`src/hw/rtl/wc3_pkg.sv`:
```
`timescale 1ns / 1ps

package wc3_pkg;

  localparam int CH_W           = 16;
  localparam int PIX_W          = 3 * CH_W;
  localparam int TAPS           = 9;
  localparam int GAIN_W         = 16;
  localparam int GAIN_FRAC_BITS = 12;
  localparam int MAX_HEIGHT     = 4096;
  localparam int IMG_W_W        = 12;
  localparam int IMG_H_W        = 13;
  localparam int ROW_W          = 12;
  localparam int CFG_IDX_W      = 3;
  localparam int GREY_BITS      = 8;

  typedef enum logic [CFG_IDX_W-1:0] {
    CFG_GREY_MODE   = 3'd0,
    CFG_KERN_TOP    = 3'd1,
    CFG_KERN_MIDDLE = 3'd2,
    CFG_KERN_BOTTOM = 3'd3,
    CFG_GREY_GAIN   = 3'd4,
    CFG_IMG_WIDTH   = 3'd5,
    CFG_IMG_HEIGHT  = 3'd6
  } cfg_idx_t;

  typedef logic [TAPS-1:0][PIX_W-1:0] win_t;
  typedef logic [TAPS-1:0][CH_W-1:0]  coeff_t;

  typedef struct packed {
    logic              grey_mode;
    logic [GAIN_W-1:0] gain;
  } mac_cfg_t;

  typedef struct packed {
    logic signed [CH_W-1:0] blue;
    logic signed [CH_W-1:0] green;
    logic signed [CH_W-1:0] red;
  } mac_res_t;

endpackage

```
`src/hw/rtl/wc3_mac.sv`:
```
`timescale 1ns / 1ps

module wc3_mac #(
  parameter int COEFF_FRAC_BITS = 10
) (
  input  logic                clk,
  input  logic                rst_n,
  input  logic                start,
  input  wc3_pkg::win_t       win,
  input  wc3_pkg::coeff_t     coeff,
  input  wc3_pkg::mac_cfg_t   cfg,
  output logic                done,
  output wc3_pkg::mac_res_t   res
);
  import wc3_pkg::*;

  localparam int PROD_W  = CH_W + 1 + CH_W;
  localparam int ACC_W   = PROD_W + 4;
  localparam int GACC_W  = 28;
  localparam int GPROD_W = GACC_W + GAIN_W + 1;
  localparam int GSHIFT  = COEFF_FRAC_BITS + GAIN_FRAC_BITS;

  typedef enum logic [3:0] {
    M_IDLE = 4'b0001,
    M_RUN  = 4'b0010,
    M_GAIN = 4'b0100,
    M_GFIN = 4'b1000
  } mstate_t;

  mstate_t                    state_r, state_nxt;
  logic [3:0]                 tap_r, tap_nxt;
  logic [1:0]                 ch_r, ch_nxt;
  logic signed [PROD_W-1:0]   prod_r, prod_nxt;
  logic signed [ACC_W-1:0]    acc_r, acc_nxt;
  logic signed [GPROD_W-1:0]  gprod_r, gprod_nxt;
  logic                       done_r, done_nxt;
  mac_res_t                   res_r, res_nxt;

  logic [PIX_W-1:0]           pix_sel;
  logic signed [CH_W-1:0]     coeff_sel;
  logic signed [CH_W:0]       val;
  logic signed [ACC_W-1:0]    acc_fin;
  logic signed [ACC_W:0]      acc_adj;
  logic signed [ACC_W:0]      acc_q;
  logic signed [GPROD_W:0]    g_adj;
  logic signed [GPROD_W:0]    g_q;
  logic signed [CH_W-1:0]     rgb_sat;
  logic signed [CH_W-1:0]     grey_sat;

  always_comb begin
    pix_sel   = '0;
    coeff_sel = '0;
    for (int i = 0; i < TAPS; i++) begin
      if (tap_r == 4'(i)) begin
        pix_sel   = win[i];
        coeff_sel = coeff[i];
      end
    end
  end

  always_comb begin
    if (cfg.grey_mode) begin
      val = $signed({{(CH_W + 1 - GREY_BITS){1'b0}}, pix_sel[GREY_BITS-1:0]});
    end else begin
      case (ch_r)
        2'd1:    val = {pix_sel[2*CH_W-1], pix_sel[2*CH_W-1:CH_W]};
        2'd2:    val = {pix_sel[3*CH_W-1], pix_sel[3*CH_W-1:2*CH_W]};
        default: val = {pix_sel[CH_W-1], pix_sel[CH_W-1:0]};
      endcase
    end
  end

  // truncate toward zero, then saturate
  always_comb begin
    acc_fin = acc_r + ACC_W'(prod_r);
    acc_adj = (ACC_W + 1)'(acc_fin);
    if (acc_fin < 0) begin
      acc_adj = acc_adj + (ACC_W + 1)'((1 << COEFF_FRAC_BITS) - 1);
    end
    acc_q = acc_adj >>> COEFF_FRAC_BITS;
    if (acc_q > (ACC_W + 1)'(32767)) begin
      rgb_sat = 16'sh7fff;
    end else if (acc_q < -(ACC_W + 1)'(32768)) begin
      rgb_sat = -16'sh8000;
    end else begin
      rgb_sat = acc_q[CH_W-1:0];
    end
  end

  always_comb begin
    g_adj = (GPROD_W + 1)'(gprod_r);
    if (gprod_r < 0) begin
      g_adj = g_adj + (GPROD_W + 1)'((64'd1 << GSHIFT) - 64'd1);
    end
    g_q = g_adj >>> GSHIFT;
    if (g_q > (GPROD_W + 1)'(32767)) begin
      grey_sat = 16'sh7fff;
    end else if (g_q < -(GPROD_W + 1)'(32768)) begin
      grey_sat = -16'sh8000;
    end else begin
      grey_sat = g_q[CH_W-1:0];
    end
  end

  always_comb begin
    state_nxt = state_r;
    tap_nxt   = tap_r;
    ch_nxt    = ch_r;
    prod_nxt  = prod_r;
    acc_nxt   = acc_r;
    gprod_nxt = gprod_r;
    done_nxt  = done_r;
    res_nxt   = res_r;
    unique case (state_r)
      M_IDLE: begin
        if (start) begin
          state_nxt = M_RUN;
          tap_nxt   = '0;
          ch_nxt    = '0;
          acc_nxt   = '0;
          done_nxt  = 1'b0;
        end
      end
      M_RUN: begin
        if (tap_r < 4'(TAPS)) begin
          prod_nxt = val * coeff_sel;
          if (tap_r != 4'd0) begin
            acc_nxt = acc_r + ACC_W'(prod_r);
          end
          tap_nxt = tap_r + 4'd1;
        end else begin
          acc_nxt = acc_fin;
          tap_nxt = '0;
          if (cfg.grey_mode) begin
            state_nxt = M_GAIN;
          end else begin
            case (ch_r)
              2'd0:    res_nxt.blue  = rgb_sat;
              2'd1:    res_nxt.green = rgb_sat;
              default: res_nxt.red   = rgb_sat;
            endcase
            if (ch_r == 2'd2) begin
              state_nxt = M_IDLE;
              done_nxt  = 1'b1;
            end else begin
              ch_nxt  = ch_r + 2'd1;
              acc_nxt = '0;
            end
          end
        end
      end
      M_GAIN: begin
        // grey accumulator fits 28 bits: nine taps of 255 times 16-bit coefficients
        gprod_nxt = $signed(acc_r[GACC_W-1:0]) * $signed({1'b0, cfg.gain});
        state_nxt = M_GFIN;
      end
      M_GFIN: begin
        res_nxt.blue  = grey_sat;
        res_nxt.green = '0;
        res_nxt.red   = '0;
        done_nxt      = 1'b1;
        state_nxt     = M_IDLE;
      end
      default: state_nxt = M_IDLE;
    endcase
  end

  always_ff @(posedge clk) begin
    if (!rst_n) begin
      state_r <= M_IDLE;
      tap_r   <= '0;
      ch_r    <= '0;
      done_r  <= 1'b0;
    end else begin
      state_r <= state_nxt;
      tap_r   <= tap_nxt;
      ch_r    <= ch_nxt;
      done_r  <= done_nxt;
    end
  end

  always_ff @(posedge clk) begin
    prod_r  <= prod_nxt;
    acc_r   <= acc_nxt;
    gprod_r <= gprod_nxt;
    res_r   <= res_nxt;
  end

  assign done = done_r;
  assign res  = res_r;

`ifndef SYNTHESIS
  a_start_idle: assert property (@(posedge clk) disable iff (!rst_n)
    start |-> state_r == M_IDLE)
    else $error("filter started while busy");
  a_done_from_work: assert property (@(posedge clk) disable iff (!rst_n)
    $rose(done_r) |-> $past(state_r == M_RUN || state_r == M_GFIN))
    else $error("done raised without finishing a channel");
  a_grey_path: assert property (@(posedge clk) disable iff (!rst_n)
    state_r == M_GAIN |=> state_r == M_GFIN)
    else $error("gain stage not followed by rounding");
`endif

endmodule

```
`config.mk`:
```
export PLATFORM = sky130hd
export DESIGN_NAME = wc3_mac
export DESIGN_NICKNAME = d
export VERILOG_FILES = /design/src/hw/rtl/wc3_pkg.sv /design/src/hw/rtl/wc3_mac.sv
export SDC_FILE = /design/constraint.sdc
export NUM_CORES = 2
export LEC_CHECK = 0
export ABC_AREA = 1
export BUFFER_PORTS_ARGS = -buffer_cell sky130_fd_sc_hd__buf_2
export CELL_PAD_IN_SITES_DETAIL_PLACEMENT = 0
export CELL_PAD_IN_SITES_GLOBAL_PLACEMENT = 2
export CORE_MARGIN = 5
export CORE_UTILIZATION = 37
export DETAILED_ROUTE_END_ITERATION = 10
export PLACE_DENSITY_LB_ADDON = 0.1
export SETUP_SLACK_MARGIN = 0.15
export SLEW_MARGIN = 40
export SYNTH_ARGS = -nofsm -noshare
export SYNTH_HDL_FRONTEND = slang
export SYNTH_SLANG_ARGS = --single-unit
```
`constraint.sdc`:
```
create_clock -name clk -period 16.5 [get_ports clk]
set_clock_uncertainty 0.05 [all_clocks]
set_input_delay 3.3 -clock clk [delete_from_list [all_inputs] [get_ports clk]]
set_output_delay 3.3 -clock clk [all_outputs]
set_load 0.01 [all_outputs]
```
==> impl_metrics.json <==
{
  "cp.required_ns": 16.69,
  "post_drt_wl_per_cell_microns": 24.92,
  "grt-ovfl-total": 0,
  "rrSetupSlack_ns": 5.48,
  "r2r-start": "tap_r[0]$_SDFFE_PN0P_",
  "avgSynthCellArea_sq_um": 7.425,
  "place_inst": 7643,
  "r2r_cells": 40,
  "die_w_microns": 346.7,
  "antenna_found_initial": 47,
  "start_kind": "input pin",
  "place_area_sq_mm": 0.04689,
  "ys_types": 50,
  "status": "finished clean",
  "synth_cells": 5650,
  "path_clk_slew_ns": 0.09,
  "io_pins": 645,
  "dieArea_sq_mm": 0.1202,
  "htreeDepth": 4,
  "ctsHoldBuffers": 0,
  "rsz0062_at_grt": "no",
  "hold_path_depth": 1,
  "final_common_cell": "nand2_1",
  "hold_class": "register to register",
  "fp.coreArea_sq_mm": 0.1125,
  "synth_seq_cells": 174,
  "grtUsageTotal": 0.3160,
  "critical_path_class": "input pin to register",
  "synth_flop_cell": "edfxtp_1",
  "final_nets": 7694,
  "slew_violations": 0,
  "fin_setup_tns_ns": 0,
  "clock_tree.buffer_depth": 2,
  "hold_viol": 0,
  "synth-seq-area-share": 0.1219,
  "wl_met1_microns": 82710,
  "syn_to_final_growth_pct": 13.44,
  "die_h_microns": 346.7,
  "layout_common_cells": "1523 x nand2_1, 1278 x inv_1, 702 x fa_1",
  "async_flop_share": 0,
  "wl_microns": 191800,
  "cts_tree": "done",
  "num_rows": 123,
  "met3WireLength_microns": 12780,
  "clock_sinks": 174,
  "hpwl_microns": 165800,
  "drive_above_1_share": 0.1432,
  "final_cells": 7700,
  "syn-num-nets": 7182,
  "initialDrtViolationCount": 3001,
  "cp_max_fo": 9,
  "hold_end": "state_r[3]$_SDFFE_PN0P_",
  "initial_core_util": 0.3729,
  "period_share": 0.7256,
  "cts-root-buf": "clkbuf_16",
  "drc": 0,
  "cts_setup_buffers": 0,
  "critPathMaxStageDelay_ns": 0.65,
  "vias_per_cell": 5.111,
  "synth_edf_count": 163,
  "clk_latency_ns": 0.50,
  "gp_congestion": 1.082,
  "fmax_mhz": 83.52,
  "slew_headroom": 0.3601,
  "ant_nets": 0,
  "highest_layer": "met5",
  "first_global_vias": 40693,
  "arrival_ns": 12.16,
  "r2r-end": "prod_r[29]$_DFFE_PP_",
  "grt_pass1_wl_microns": 281200,
  "firstDrtPassIters": 6,
  "yosys_warnings": 0,
  "final_area_sq_mm": 0.04759,
  "setup_viol": 0,
  "drv_cap": 0,
  "wl_met2_microns": 87840,
  "min-delay-start": "state_r[3]$_SDFFE_PN0P_",
  "cts_buffers": 17,
  "ctsResizeCount": 0,
  "cpMostUsedCell": "o21ai_0",
  "critical_path.slowest_cell": "o21ai_0",
  "grt_max_degree": 66,
  "vias": 39357,
  "finalCriticalPeriod_ns": 11.97,
  "tightest_slew_ns": 0.9556,
  "portBuffers": 644,
  "crit_path_end_kind": "register",
  "netlist_area_sq_mm": 0.04195
}
## routing by layer
metal,track usage,up-vias
met5,0,-
met4,0.1211,16
met3,0.04794,224
met2,0.5104,1428
met1,0.4304,19465
li1,-,18224
## cell usage after synthesis (all sizes together) (4+ instances only)
library cell | number | area (sq um)
inv | 1289 | 4838
a21boi | 7 | 52.55
o211ai | 129 | 973.4
a21o | 4 | 30.03
nor2 | 369 | 1495
o22ai | 21 | 131.4
fa | 702 | 14050
buf | 57 | 252.7
ha | 234 | 2928
o31ai | 6 | 45.04
a31oi | 59 | 369.1
or2 | 5 | 31.28
xor2 | 73 | 639.4
nand3b | 4 | 30.03
dfxtp | 11 | 220.2
clkinv | 6 | 22.52
nand2 | 1563 | 5989
nor3 | 30 | 175.2
clkbuf | 186 | 708.2
o2111ai | 9 | 78.83
a21oi | 185 | 925.9
nand3 | 216 | 1154
xnor2 | 36 | 315.3
nor4 | 8 | 50.05
edfxtp | 163 | 4895
o21ai | 189 | 945.9
o21bai | 9 | 67.56
nand4 | 57 | 356.6
a211oi | 7 | 52.55
o21a | 6 | 45.04
## registers in the layout, summed over array words and instances, names as in the netlist
signal and count:
tap_r 4, res 48, prod_r 33, state_r 4, gprod_r 45, done 1
acc_r 37, ch_r 2
## worst max-delay path, delay by kind of cell
family	cells	cell delay, ns
compound gates	13	3.67
xor+xnor	1	0.09
fa+ha+maj	7	3.10
buf+inv	6	0.35
simple gates	8	1.62
## metrics by stage
step           hold slack (ns)  utilization  setup WS [ns]
2_1_floorplan           0.3964            -          6.438
3_3_place_gp            0.4347       0.4164          3.915
3_5_place_dp            0.4435       0.4168          3.989
4_1_cts                 0.4559       0.4225          4.520
5_1_grt                 0.4865       0.4226          4.061
6_report                0.4577       0.4230          4.527
## final cells by class
class                           count  area (sq um)
Tap cell                         1500          1877
Fill cell                       11939         64910
Inverter                         1295          4865
Multi-Input combinational cell   3938         31110
Sequential cell                   174          5115
Clock buffer                       18         450.4
Clock inverter                     14         187.7
Antenna cell                       25         62.56
Timing Repair Buffer              736          3920
## cells by family after synthesis
family,after synthesis,synth area share
DFF,174,0.1219
xor gates and xnor gates,109,0.02276
buffers and inverters,1538,0.1388
adders and majority gates,936,0.4048
and+or+nand+nor,2256,0.2219
AOI/OAI and AO/OA,637,0.08986
## worst max path at each step
stage / slack, ns / to / startpoint
finish: 4.53 / prod_r[29]$_DFFE_PP_ / win[39]
global placement: 3.91 / prod_r[32]$_DFFE_PP_ / win[47]
global route: 4.06 / prod_r[29]$_DFFE_PP_ / win[71]
floorplan: 6.44 / prod_r[29]$_DFFE_PP_ / win[21]
CTS: 4.52 / prod_r[29]$_DFFE_PP_ / win[71]
detailed placement: 3.99 / prod_r[29]$_DFFE_PP_ / win[71]
Power is left out: the tool's default activity adds up to more than one toggle a clock period on the data nets, which glitch-free logic cannot reach.
